$ cat src/periodic_tick_dispatcher_defines.svh
// Assertion macros shared by the periodic tick dispatcher.
// Depends on nothing; included by the top level only.
`ifndef PERIODIC_TICK_DISPATCHER_DEFINES_SVH
`define PERIODIC_TICK_DISPATCHER_DEFINES_SVH
// Implication checked on every clock edge outside reset.
`define PTD_ASSERT_IMPL(label, clk, rst_n, ante, cons, msg) \
    label: assert property (@(posedge clk) disable iff (!rst_n) (ante) |-> (cons)) \
        else $error(msg);
// Next-cycle implication.
`define PTD_ASSERT_NEXT(label, clk, rst_n, ante, cons, msg) \
    label: assert property (@(posedge clk) disable iff (!rst_n) (ante) |=> (cons)) \
        else $error(msg);
`endif

$ cat src/ptd_pkg.sv
// Shared types and codes for the periodic tick dispatcher.
// No dependencies.
package ptd_pkg;
    localparam logic [1:0] ACT_TICK   = 2'd0;
    localparam logic [1:0] ACT_INSERT = 2'd1;
    localparam logic [1:0] ACT_REMOVE = 2'd2;
    localparam logic [1:0] ACT_NONE   = 2'd3;

    localparam logic [2:0] KIND_FIRED     = 3'd0;
    localparam logic [2:0] KIND_INSERTED  = 3'd1;
    localparam logic [2:0] KIND_REMOVED   = 3'd2;
    localparam logic [2:0] KIND_NOT_FOUND = 3'd3;
    localparam logic [2:0] KIND_FULL      = 3'd4;
    localparam logic [2:0] KIND_TICK_DONE = 3'd5;

    // Controller to datapath commands
    typedef struct packed {
        logic latch_req;   // capture input request
        logic set_idx;     // load job index from table count
        logic clr_idx;     // job index to zero
        logic inc_idx;     // job index + 1
        logic do_insert;   // write new job at end
        logic do_shift;    // move entry idx+1 down to idx, then idx+1
        logic dec_count;   // drop last entry
        logic div_start;   // start remainder of tick count by interval
        logic disable_job; // clear enable of entry idx
        logic inc_tick;    // advance tick count
    } ptd_cmd_t;

    // Datapath to controller status
    typedef struct packed {
        logic [1:0] action;
        logic       full;       // table holds the maximum number of jobs
        logic       idx_end;    // index reached table count
        logic       shift_end;  // idx+1 reached table count
        logic       id_match;   // entry idx id equals request id
        logic       div_busy;
        logic       hit;        // entry idx fires (valid after remainder done)
        logic       once;       // entry idx is run-once
    } ptd_stat_t;
endpackage

$ cat src/periodic_tick_dispatcher.sv
// Periodic tick dispatcher: table of periodic jobs fired on each tick request.
// Channels: in_valid/in_ready carry action, handle_id, interval, offset, enable,
// run_once; out_valid/out_ready carry kind, fired_id, last.
// An insert answers inserted or table full from S_DEC once the output slot is free.
// A remove scans the table one entry a cycle while the output slot is free,
// then shifts the later entries up one a cycle.
// A tick runs a bit-serial remainder of the tick count by each job's interval,
// one job after another, and tests whether that job fires.
// Fired results come out in table order, then tick done with last set.
// One request is handled at a time; in_ready is high only between requests.
// Action 3 is accepted and gives no result.
// A stalled receiver holds the single output register; each result waits for it.
// Reset empties the table, clears the tick count and drops any pending result.
// Depends on ptd_pkg, ptd_ctrl, ptd_datapath, ptd_rem and the defines header.
`include "periodic_tick_dispatcher_defines.svh"
module periodic_tick_dispatcher #(
    parameter int JOB_SLOTS = 16
) (
    input  logic        clk,
    input  logic        rst_n,
    input  logic        in_valid,
    output logic        in_ready,
    input  logic [1:0]  action,
    input  logic [7:0]  handle_id,
    input  logic [31:0] interval,
    input  logic [31:0] offset,
    input  logic        enable,
    input  logic        run_once,
    output logic        out_valid,
    input  logic        out_ready,
    output logic [2:0]  kind,
    output logic [7:0]  fired_id,
    output logic        last
);
    import ptd_pkg::*;

    ptd_cmd_t   cmd;
    ptd_stat_t  stat;
    logic [7:0] req_id, cur_id;

    ptd_ctrl u_ctrl (
        .clk       (clk),
        .rst_n     (rst_n),
        .in_valid  (in_valid),
        .in_ready  (in_ready),
        .action    (action),
        .out_valid (out_valid),
        .out_ready (out_ready),
        .kind      (kind),
        .fired_id  (fired_id),
        .last      (last),
        .cmd       (cmd),
        .stat      (stat),
        .req_id    (req_id),
        .cur_id    (cur_id)
    );

    ptd_datapath #(.JOB_SLOTS(JOB_SLOTS)) u_dp (
        .clk       (clk),
        .rst_n     (rst_n),
        .cmd       (cmd),
        .action    (action),
        .handle_id (handle_id),
        .interval  (interval),
        .offset    (offset),
        .enable    (enable),
        .run_once  (run_once),
        .stat      (stat),
        .req_id    (req_id),
        .cur_id    (cur_id)
    );

    // A fired result never carries last; every other kind does
    `PTD_ASSERT_IMPL(a_last_kind, clk, rst_n, out_valid, (last == (kind != KIND_FIRED)), "last flag does not match result kind")
    // Table never grows while full
    `PTD_ASSERT_IMPL(a_no_overfill, clk, rst_n, cmd.do_insert, !stat.full, "insert into full table")
    // A remainder is only started when the unit is idle
    `PTD_ASSERT_IMPL(a_div_idle, clk, rst_n, cmd.div_start, !stat.div_busy, "remainder restarted while busy")
    // Tick count only advances when tick done is produced
    `PTD_ASSERT_NEXT(a_tick_done, clk, rst_n, cmd.inc_tick, (out_valid && kind == KIND_TICK_DONE), "tick advanced without tick done")
endmodule

$ cat src/ptd_rem.sv
// Serial remainder of a 64-bit dividend by a 32-bit divisor, one bit per cycle.
// Depends on nothing outside the module.
module ptd_rem (
    input  logic        clk,
    input  logic        rst_n,
    input  logic        start,
    input  logic [63:0] dividend,
    input  logic [31:0] divisor,
    output logic        busy,
    output logic [31:0] rem
);
    logic [63:0] dvd_reg, dvd_next;
    logic [32:0] rem_reg, rem_next;
    logic [31:0] dsr_reg, dsr_next;
    logic [6:0]  cnt_reg, cnt_next;
    logic [32:0] trial;

    // Restoring step: shift in the next dividend bit, subtract when it fits
    always_comb
    begin
        dvd_next = dvd_reg;
        rem_next = rem_reg;
        dsr_next = dsr_reg;
        cnt_next = cnt_reg;
        trial    = {rem_reg[31:0], dvd_reg[63]};
        if (start)
        begin
            dvd_next = dividend;
            rem_next = 33'd0;
            dsr_next = divisor;
            cnt_next = 7'd64;
        end
        else if (cnt_reg != 7'd0)
        begin
            dvd_next = {dvd_reg[62:0], 1'b0};
            if (trial >= {1'b0, dsr_reg})
                rem_next = trial - {1'b0, dsr_reg};
            else
                rem_next = trial;
            cnt_next = cnt_reg - 7'd1;
        end
    end

    always_ff @(posedge clk or negedge rst_n)
    begin
        if (!rst_n)
            cnt_reg <= 7'd0;
        else
            cnt_reg <= cnt_next;
    end

    always_ff @(posedge clk)
    begin
        dvd_reg <= dvd_next;
        rem_reg <= rem_next;
        dsr_reg <= dsr_next;
    end

    assign busy = (cnt_reg != 7'd0);
    assign rem  = rem_reg[31:0];
endmodule

$ cat src/ptd_datapath.sv
// Job table, tick counter and firing test for the tick dispatcher.
// Depends on ptd_pkg and ptd_rem.
module ptd_datapath #(
    parameter int JOB_SLOTS = 16
) (
    input  logic              clk,
    input  logic              rst_n,
    input  ptd_pkg::ptd_cmd_t cmd,
    input  logic [1:0]        action,
    input  logic [7:0]        handle_id,
    input  logic [31:0]       interval,
    input  logic [31:0]       offset,
    input  logic              enable,
    input  logic              run_once,
    output ptd_pkg::ptd_stat_t stat,
    output logic [7:0]        req_id,
    output logic [7:0]        cur_id
);
    import ptd_pkg::*;

    localparam int IW = $clog2(JOB_SLOTS + 1);
    localparam int AW = (JOB_SLOTS > 1) ? $clog2(JOB_SLOTS) : 1;

    logic [1:0]  act_reg;
    logic [7:0]  hid_reg;
    logic [31:0] ivl_reg, ofs_reg;
    logic        en_reg, once_reg;
    logic [63:0] tick_reg;
    logic [IW-1:0] count_reg, idx_reg, idx_next, idx1;

    logic [7:0]  id_mem [JOB_SLOTS];
    logic [31:0] ivl_mem [JOB_SLOTS];
    logic [31:0] ofs_mem [JOB_SLOTS];
    logic        en_mem [JOB_SLOTS];
    logic        once_mem [JOB_SLOTS];

    logic [AW-1:0] ia, ia1, ca;
    logic          rem_busy;
    logic [31:0]   rem;

    assign idx1 = idx_reg + IW'(1);
    assign ia   = AW'(idx_reg);
    assign ia1  = AW'(idx1);
    assign ca   = AW'(count_reg);

    // Request capture
    always_ff @(posedge clk)
    begin
        if (cmd.latch_req)
        begin
            act_reg  <= action;
            hid_reg  <= handle_id;
            ivl_reg  <= interval;
            ofs_reg  <= offset;
            en_reg   <= enable;
            once_reg <= run_once;
        end
    end

    // Index, count and tick counter
    always_comb
    begin
        idx_next = idx_reg;
        if (cmd.clr_idx)
            idx_next = '0;
        else if (cmd.set_idx)
            idx_next = count_reg;
        else if (cmd.inc_idx || cmd.do_shift)
            idx_next = idx1;
    end

    always_ff @(posedge clk or negedge rst_n)
    begin
        if (!rst_n)
        begin
            tick_reg  <= 64'd0;
            count_reg <= '0;
            idx_reg   <= '0;
        end
        else
        begin
            idx_reg <= idx_next;
            if (cmd.inc_tick)
                tick_reg <= tick_reg + 64'd1;
            if (cmd.do_insert)
                count_reg <= count_reg + IW'(1);
            else if (cmd.dec_count)
                count_reg <= count_reg - IW'(1);
        end
    end

    // Table writes
    always_ff @(posedge clk)
    begin
        if (cmd.do_insert)
        begin
            id_mem[ca]   <= hid_reg;
            ivl_mem[ca]  <= ivl_reg;
            ofs_mem[ca]  <= ofs_reg;
            en_mem[ca]   <= en_reg;
            once_mem[ca] <= once_reg;
        end
        else if (cmd.do_shift)
        begin
            id_mem[ia]   <= id_mem[ia1];
            ivl_mem[ia]  <= ivl_mem[ia1];
            ofs_mem[ia]  <= ofs_mem[ia1];
            en_mem[ia]   <= en_mem[ia1];
            once_mem[ia] <= once_mem[ia1];
        end
        else if (cmd.disable_job)
            en_mem[ia] <= 1'b0;
    end

    ptd_rem u_rem (
        .clk      (clk),
        .rst_n    (rst_n),
        .start    (cmd.div_start),
        .dividend (tick_reg),
        .divisor  (ivl_mem[ia]),
        .busy     (rem_busy),
        .rem      (rem)
    );

    always_comb
    begin
        stat.action    = act_reg;
        stat.full      = (count_reg >= IW'(JOB_SLOTS));
        stat.idx_end   = (idx_reg >= count_reg);
        stat.shift_end = (idx1 >= count_reg);
        stat.id_match  = (id_mem[ia] == hid_reg);
        stat.div_busy  = rem_busy;
        stat.hit       = en_mem[ia] && (ivl_mem[ia] != 32'd0) && (rem == ofs_mem[ia]);
        stat.once      = once_mem[ia];
    end

    assign req_id = hid_reg;
    assign cur_id = id_mem[ia];
endmodule

$ cat src/ptd_ctrl.sv
// Sequencer for the tick dispatcher: walks the table and issues results.
// Depends on ptd_pkg.
module ptd_ctrl (
    input  logic               clk,
    input  logic               rst_n,
    input  logic               in_valid,
    output logic               in_ready,
    input  logic [1:0]         action,
    output logic               out_valid,
    input  logic               out_ready,
    output logic [2:0]         kind,
    output logic [7:0]         fired_id,
    output logic               last,
    output ptd_pkg::ptd_cmd_t  cmd,
    input  ptd_pkg::ptd_stat_t stat,
    input  logic [7:0]         req_id,
    input  logic [7:0]         cur_id
);
    import ptd_pkg::*;

    localparam logic [2:0] S_IDLE  = 3'd0;
    localparam logic [2:0] S_DEC   = 3'd1;
    localparam logic [2:0] S_DIV   = 3'd2;
    localparam logic [2:0] S_WAIT  = 3'd3;
    localparam logic [2:0] S_FIND  = 3'd4;
    localparam logic [2:0] S_SHIFT = 3'd5;
    localparam logic [2:0] S_OUT   = 3'd6;

    logic [2:0] state_reg, state_next;
    logic       ov_reg, ov_next;
    logic [2:0] kind_reg, kind_next;
    logic [7:0] id_reg, id_next;
    logic       last_reg, last_next;
    logic       out_free;

    // Output slot is free when empty or being taken this cycle
    assign out_free = !ov_reg || out_ready;
    assign in_ready = (state_reg == S_IDLE);

    always_comb
    begin
        state_next = state_reg;
        ov_next    = ov_reg && !out_ready;
        kind_next  = kind_reg;
        id_next    = id_reg;
        last_next  = last_reg;
        cmd        = '0;
        unique case (state_reg)
            S_IDLE:
            begin
                if (in_valid && action != ACT_NONE)
                begin
                    cmd.latch_req = 1'b1;
                    cmd.clr_idx   = 1'b1;
                    state_next    = S_DEC;
                end
            end
            S_DEC:
            begin
                unique case (stat.action)
                    ACT_TICK:   state_next = S_DIV;
                    ACT_INSERT:
                    begin
                        if (out_free)
                        begin
                            ov_next   = 1'b1;
                            id_next   = req_id;
                            last_next = 1'b1;
                            if (stat.full)
                                kind_next = KIND_FULL;
                            else
                            begin
                                kind_next     = KIND_INSERTED;
                                cmd.do_insert = 1'b1;
                            end
                            state_next = S_IDLE;
                        end
                    end
                    default:    state_next = S_FIND;
                endcase
            end
            S_DIV:
            begin
                if (stat.idx_end)
                    state_next = S_OUT;
                else
                begin
                    cmd.div_start = 1'b1;
                    state_next    = S_WAIT;
                end
            end
            S_WAIT:
            begin
                if (!stat.div_busy)
                begin
                    if (!stat.hit)
                    begin
                        cmd.inc_idx = 1'b1;
                        state_next  = S_DIV;
                    end
                    else if (out_free)
                    begin
                        ov_next         = 1'b1;
                        kind_next       = KIND_FIRED;
                        id_next         = cur_id;
                        last_next       = 1'b0;
                        cmd.disable_job = stat.once;
                        cmd.inc_idx     = 1'b1;
                        state_next      = S_DIV;
                    end
                end
            end
            S_FIND:
            begin
                if (out_free)
                begin
                    if (stat.idx_end)
                    begin
                        ov_next    = 1'b1;
                        kind_next  = KIND_NOT_FOUND;
                        id_next    = req_id;
                        last_next  = 1'b1;
                        state_next = S_IDLE;
                    end
                    else if (stat.id_match)
                        state_next = S_SHIFT;
                    else
                        cmd.inc_idx = 1'b1;
                end
            end
            S_SHIFT:
            begin
                if (stat.shift_end)
                begin
                    if (out_free)
                    begin
                        cmd.dec_count = 1'b1;
                        ov_next       = 1'b1;
                        kind_next     = KIND_REMOVED;
                        id_next       = req_id;
                        last_next     = 1'b1;
                        state_next    = S_IDLE;
                    end
                end
                else
                    cmd.do_shift = 1'b1;
            end
            S_OUT:
            begin
                if (out_free)
                begin
                    cmd.inc_tick = 1'b1;
                    ov_next      = 1'b1;
                    kind_next    = KIND_TICK_DONE;
                    id_next      = 8'd0;
                    last_next    = 1'b1;
                    state_next   = S_IDLE;
                end
            end
            default: state_next = S_IDLE;
        endcase
    end

    always_ff @(posedge clk or negedge rst_n)
    begin
        if (!rst_n)
        begin
            state_reg <= S_IDLE;
            ov_reg    <= 1'b0;
        end
        else
        begin
            state_reg <= state_next;
            ov_reg    <= ov_next;
        end
    end

    always_ff @(posedge clk)
    begin
        kind_reg <= kind_next;
        id_reg   <= id_next;
        last_reg <= last_next;
    end

    assign out_valid = ov_reg;
    assign kind      = kind_reg;
    assign fired_id  = id_reg;
    assign last      = last_reg;
endmodule
$ cat config.mk
export PLATFORM = sky130hd
export DESIGN_NAME = periodic_tick_dispatcher
export DESIGN_NICKNAME = d
export VERILOG_FILES = /design/src/ptd_pkg.sv /design/src/periodic_tick_dispatcher.sv /design/src/ptd_rem.sv /design/src/ptd_datapath.sv /design/src/ptd_ctrl.sv
export VERILOG_INCLUDE_DIRS = /design/src /design/src/src
export SDC_FILE = /design/constraint.sdc
export NUM_CORES = 2
export LEC_CHECK = 0
export ABC_CLOCK_PERIOD_IN_PS = 12500
export BUFFER_PORTS_ARGS = -buffer_cell sky130_fd_sc_hd__buf_4
export CORE_ASPECT_RATIO = 0.6
export CORE_MARGIN = 3
export CORE_UTILIZATION = 45
export DETAILED_ROUTE_END_ITERATION = 16
export PLACE_DENSITY = 0.66
export SYNTH_ARGS = -nofsm -noshare
export SYNTH_HDL_FRONTEND = slang
export SYNTH_SLANG_ARGS = --single-unit
$ cat constraint.sdc
create_clock -name clk -period 12.5 [get_ports clk]
set_input_delay 2.5 -clock clk [delete_from_list [all_inputs] [get_ports clk]]
set_output_delay 2.5 -clock clk [all_outputs]
set_load 0.03 [all_outputs]
# Yosys cells after proc, flatten, opt, wreduce, memory -nomap -nowiden
# Memory sizes are Yosys's and may differ from the RTL's.
# Index checks and enable logic that the tools add are counted.
# Widths: inputs -> output; s select.
[word_totals] in_bits=80 mem_bits_rw=1184 n_memories=5 regBits=301
[memory_table] memory="u_dp.ivl_mem" words=16 width=32 rd=2 rd_ports_with_merged_regs=0 wr=1 line_no="ptd_datapath.sv:32" source="logic [31:0] ivl_mem [JOB_SLOTS];"
[memory_table] memory="u_dp.ofs_mem" words=16 width=32 rd=2 rd_ports_with_merged_regs=0 wr=1 line_no="ptd_datapath.sv:33" source="logic [31:0] ofs_mem [JOB_SLOTS];"
[memory_table] memory="u_dp.id_mem" words=16 width=8 rd=2 rd_ports_with_merged_regs=0 wr=1 line_no="ptd_datapath.sv:31" source="logic [7:0] id_mem [JOB_SLOTS];"
[memory_table] memory="u_dp.en_mem" words=16 width=1 rd=2 rd_ports_with_merged_regs=0 wr=1 line_no="ptd_datapath.sv:34" source="logic en_mem [JOB_SLOTS];"
[memory_table] memory="u_dp.once_mem" words=16 width=1 rd=2 rd_ports_with_merged_regs=0 wr=1 line_no="ptd_datapath.sv:35" source="logic once_mem [JOB_SLOTS];"
[classes] n_eq_ne=23 add_sub_neg=6 reduce_logical=25 n_mux=107 magnitude_cmp=4 bitwise=1
[ops] cell="$mux 64" count=2
[ops] cell="$mux 32" count=3
[ops] cell="$mux 8" count=10
[ops] cell="$add 64x1->64 const B" count=1
[ops] cell="$reduce_or 32->1" count=2
[ops] cell="$mux 3" count=20
[ops] cell="$mux 1" count=53
[ops] cell="$pmux 8 s5" count=1
[ops] cell="$ge 33x32->1" count=1
[ops] cell="$eq 32x32->1" count=1
[ops] cell="$reduce_bool 32->1" count=1
[ops] cell="$sub 32x32->32" count=1
[ops] cell="$pmux 3 s7" count=1
[ops] cell="$mux 4" count=5
[ops] cell="$mux 5" count=4
[ops] cell="$pmux 3 s5" count=1
[ops] cell="$mux 7" count=2
[ops] cell="$ne 2x1->1 const B" count=7
[ops] cell="$reduce_and 11->1" count=1
[ops] cell="$add 5x1->5 const B" count=2
[ops] cell="$ge 5x5->1" count=2
[ops] cell="$ne 2x2->1 const B" count=5
[ops] cell="$pmux 1 s5" count=2
[ops] cell="$eq 3x3->1 const B" count=3
[ops] cell="25 further kinds" count=35

# Logic depth before layout (Yosys ltp)
# An unclocked memory read counts as a cell.
[depth] ltp_word=14 ltp_mapped=25 depth_no_buf=13

# Cells and area by module
# From an unflattened synthesis, not the netlist that was laid out.
[hier_totals] cells_unflattened=4287 hier_area_um2=70208.6
[modules_own_cells] module="ptd_datapath" cells_each=3477 seq_area_each_um2=39688.1 instances=1 area_each_um2=61433.9
[modules_own_cells] module="ptd_rem" cells_each=683 seq_area_each_um2=3698.5 instances=1 area_each_um2=7658.6
[modules_own_cells] module="ptd_ctrl" cells_each=127 seq_area_each_um2=460.4 instances=1 area_each_um2=1116.1

# Worst setup path after synthesis
# OpenSTA, ideal clock, no wires.
[synth_path] path_kind="register -> register" startpoint="reg u_dp.idx_reg[2]" endpoint="mem u_dp.id_mem[0][0], enable pin" synth_period_minus_slack_ns=8.129 slack_ns=4.371 arrival_ns=7.624 stages_incl_launch_ff=23 cell_sequence="dfrtp_1 -> buf_2 -> buf_2 -> buf_4 -> buf_4 -> buf_2 -> buf_2 -> buf_2 -> buf_1 -> xnor2_1 -> clkbuf_1 -> clkbuf_1 -> inv_1 -> ha_1 -> o21a_1 -> o21ai_0 -> nand2b_1 -> a21oi_1 -> and3_1 -> clkbuf_1 -> clkbuf_1 -> a22oi_1 -> nor2_1"
[synth_via] elab_chain_cells=9 word_cells_on_any_way=10
[synth_lines] item="from (decl)" line_no="ptd_datapath.sv:29" source="logic [IW-1:0] count_reg, idx_reg, idx_next, idx1;"
[synth_lines] item="from (signal assigned)" line_no="ptd_datapath.sv:82" source="idx_reg <= idx_next;"
[synth_lines] item="$add 5x1->5" line_no="ptd_datapath.sv:41" source="assign idx1 = idx_reg + IW'(1);"
[synth_lines] item="$ge 5x5->1" line_no="ptd_datapath.sv:130" source="stat.shift_end = (idx1 >= count_reg);"
[synth_lines] item="$mux 1" line_no="ptd_ctrl.sv:133" source="if (stat.shift_end)"
[synth_lines] item="$mux 2" line_no="ptd_ctrl.sv:48" source="unique case (state_reg)"
[synth_lines] item="$mux 1" line_no="ptd_datapath.sv:103" source="else if (cmd.do_shift)"
[synth_lines] item="$mux 1" line_no="ptd_datapath.sv:95" source="if (cmd.do_insert)"
[synth_lines] item="$mux 1 (implied by the code)" line_no="ptd_datapath.sv:105" source="id_mem[ia] <= id_mem[ia1];"
[synth_lines] item="$reduce_or 8->1 (no source line)"
[synth_lines] item="$mux 4 (no source line) / $mux 1 (equally long branches)"
[synth_lines] item="to (decl)" line_no="ptd_datapath.sv:31"
# Parallel ways exist; a longest one is shown, timed or not.

# Worst setup path in the final report
[layout_path] startpoint="reg u_dp.idx_reg[1]" endpoint="mem u_dp.ivl_mem[10][11], enable pin"
[layout_via] elab_chain_cells=9 word_cells_on_any_way=10
[layout_lines] item="$add 5x1->5" line_no="ptd_datapath.sv:41"
[layout_lines] item="$ge 5x5->1" line_no="ptd_datapath.sv:130"
[layout_lines] item="$mux 1" line_no="ptd_ctrl.sv:133"
[layout_lines] item="$mux 2" line_no="ptd_ctrl.sv:48"
[layout_lines] item="$mux 1" line_no="ptd_datapath.sv:103"
[layout_lines] item="$mux 1" line_no="ptd_datapath.sv:95"
[layout_lines] item="$mux 1 (implied by the code)" line_no="ptd_datapath.sv:106" source="ivl_mem[ia] <= ivl_mem[ia1];"
[layout_lines] item="$reduce_or 32->1 (no source line)"
[layout_lines] item="$mux 4 (no source line) / $mux 1 (equally long branches)"
[layout_lines] item="to (decl)" line_no="ptd_datapath.sv:32"
# Parallel ways exist; a longest one is shown, timed or not.

==> impl_metrics.py <==
metrics = {
    "outcome": {
        "status": "finished clean",
    },
    "placement": {
        "placed_cells": 6192,
        "place_ws_ps": 5040,
        "hpwl_um": 125000,
        "port_buffers": 93,
        "gp_congestion": 0.933,
    },
    "critical_path": {
        "max_stage_delay_ps": 980,
        "ff2ff_path_depth": 13,
        "reg2reg_from": "u_dp.idx_reg[1]$_DFFE_PN0P_",
        "cp_top_family": "buffers and inverters",
        "regToRegEndpoint": "u_dp.ivl_mem[10][11]$_DFFE_PP_",
        "cpMostUsedCell": "buf_4",
        "crit_type": "register to register",
        "worst-path-buf-inv": 4,
        "path_cells": "buf_4 -> nand3_1 -> xnor2_1 -> inv_6 -> ha_1 -> o21ai_0 -> nand2b_1 -> a21oi_1 -> and3_4 -> a22oi_1 -> nor2_4 -> buf_4 -> buf_4",
        "endpoint_kind": "register",
        "cp.required_ps": 12890,
        "cp_slowest_cell": "dfrtp_4",
        "critPathLaunch": "u_dp.idx_reg[1]$_DFFE_PN0P_",
        "critPathArrivalTime_ps": 7950,
        "worstPathMaxFanout": 47,
        "rrSetupSlack_ps": 4930,
        "cp-start-kind": "register",
        "path_depth": 13,
        "endpoint": "u_dp.ivl_mem[10][11]$_DFFE_PP_",
    },
    "global_routing": {
        "grt_pass1_wl_um": 293000,
        "grt_pass1_vias": 40100,
        "antenna_found_initial": 8,
        "grt_usage": 0.248,
        "grt-ovfl-total": 0,
        "grt_start_max_net_pins": 124,
    },
    "logic_synthesis": {
        "syn_area_per_cell_sq_um": 16.9,
        "synth-seq-area-share": 0.620,
        "ys_seq_elements": 1485,
        "synth_flop_cell": "edfxtp_1",
        "synth_fp_nets": 4318,
        "synth_cells": 4188,
        "netlist_area_sq_um": 70700,
        "async_reset_ff_frac": 0.0572,
        "yosysUniqueCellTypes": 79,
        "yosys_warnings": 0,
        "synth_edf_count": 1368,
    },
    "layout": {
        "final_cell_mix": "1368 x edfxtp_1, 629 x mux4_2, 591 x nand2_1",
        "fillers": 12500,
        "drive_above_1_share": 0.251,
        "area_growth_pct": 10.6,
        "reg_top3": "u_dp.ivl_mem: 512 flops, u_dp.ofs_mem: 512 flops, u_dp.id_mem: 128 flops",
        "finalNonFillerCells": 6451,
        "final_util": 0.507,
        "layout_commonest_cell": "edfxtp_1",
        "num-nets-final": 4374,
    },
    "detailed_routing": {
        "first_pass_iters": 6,
        "wl_per_cell_um": 31.3,
        "finalWirelength_um": 202000,
        "vias": 42100,
        "ant_nets": 0,
        "drc_errors": 0,
        "drtIter0Drc": 5973,
        "via_per_inst": 6.53,
    },
    "power_and_ir_drop": {
        "p_leak_nw": 26.1,
        "fin_total_pwr_mw": 21.3,
        "pwr_density_cell_nw_per_um2": 272,
        "ir_drop_uv": 240,
    },
    "timing": {
        "finalSetupTns_ps": 0,
        "finClkSkew_ps": 33.3,
        "setup_viol_count_final": 0,
        "drv_slew": 0,
        "rsz0062_at_grt": "false",
        "slew_headroom": 0.0293,
        "min_period_over_period": 0.605,
        "clock.fmax_mhz": 132,
        "min_period_ps": 7570,
        "worst_slack_ps": 4930,
        "hold_violations": 0,
        "max_slew.worst_pin.slew_ps": 1440,
    },
    "flow_run": {
        "maxCapViolations": 0,
    },
    "clocking": {
        "insertion_delay_ps": 770,
        "ctsHoldBuffers": 0,
        "numCtsBuffers": 140,
        "ctsResizeCount": 0,
        "cts_max_path_buffers": 3,
        "cts_setup_buffers": 0,
        "clk_pin_slew_ps": 60,
        "htree_levels": 4,
        "clock-sinks": 1485,
        "cts-root-buf": "clkbuf_16",
        "cts_tree": "built",
    },
    "floorplanning": {
        "fp.dieW_um": 518,
        "ios": 94,
        "die_h_um": 313,
        "start_util": 0.458,
        "die_area_sq_um": 162000,
        "coreArea_sq_um": 154000,
        "rows": 111,
    },
    "min_path": {
        "min_path_type": "register to register",
        "worstHoldStart": "u_dp.tick_reg[63]$_DFFE_PN0P_",
    },
}
[how the worst min path moves through the flow]
stage,end,slack [ps],cells after the start
after floorplan,u_dp.tick_reg[63]$_DFFE_PN0P_,450,1
after global placement,u_dp.tick_reg[63]$_DFFE_PN0P_,460,1
after detailed placement,u_dp.tick_reg[63]$_DFFE_PN0P_,470,1
after CTS,u_dp.tick_reg[63]$_DFFE_PN0P_,480,1
after global routing,u_dp.tick_reg[63]$_DFFE_PN0P_,500,1
final,u_dp.tick_reg[63]$_DFFE_PN0P_,480,1
[power by group]
group | internal, mW | switching [mW]
sequential | 6.94 | 0.491
clock | 2.50 | 1.91
combinational | 3.93 | 5.49
[synthesized netlist by cell type, drive strengths merged, types with 7 or more instances]
cell type	number	area (sq um)
a211oi	17	128
a21boi	7	52.6
a21o	22	165
a21oi	67	335
a221oi	12	118
a22o	9	78.8
a22oi	27	203
a31oi	36	225
a32o	9	90.1
and2	12	75.1
and3	38	238
buf	114	857
clkbuf	154	578
dfrtp	85	2130
dfxtp	32	641
edfxtp	1368	41100
ha	48	601
inv	74	278
mux2	29	327
mux2i	100	1000
mux4	661	15000
nand2	591	2220
nand2b	17	106
nand3	77	385
nand4	23	144
nor2	129	484
nor2b	13	81.3
nor3	30	150
nor4	23	150
o211ai	13	97.6
o21a	9	67.6
o21ai	92	460
o22ai	29	181
or3	10	62.6
xnor2	81	709
xor2	42	368
[metal layers]
| layer | track usage | up-vias | wire, um |
|---|---|---|---|
| li1 | - | 17200 | - |
| met1 | 0.379 | 22000 | 85500 |
| met2 | 0.333 | 2692 | 83400 |
| met3 | 0.0919 | 295 | 28500 |
| met4 | 0.0623 | 8 | 4440 |
| met5 | 0 | - | 56 |
[through the flow]
step                      hold WS [ps]  instance area (sq um)
after global placement             465                  73500
final                              479                  78200
after detailed placement           466                  73500
after global routing               499                  78100
after CTS                          478                  78100
after floorplan                    445                  70700
[area by class of cell]
type / count / area [sq um] / share of cell area
clock inverters: 79 / 823 / 0.0105
repair buffers: 182 / 1420 / 0.0181
inverters: 74 / 290 / 0.00371
clock buffers: 175 / 3840 / 0.0492
multi-input cells: 2361 / 25300 / 0.324
flip-flops and latches: 1485 / 43900 / 0.561
diodes: 5 / 12.5 / 0.000160
well taps: 2090 / 2620 / 0.0335
[kinds of logic (layout without fill, tap and decap cells)]
kind of cell / Yosys count / count (layout) / synth area share
mux: 790 / 790 / 0.231
other cells: 0 / 5 / 0
flops: 1485 / 1485 / 0.620
compound gates: 411 / 411 / 0.0393
xor+xnor: 123 / 123 / 0.0152
fa+ha+maj: 50 / 50 / 0.00906
buf+inv: 342 / 510 / 0.0242
simple gates: 987 / 987 / 0.0606
Note: power is estimated with default switching activity, not from simulation.
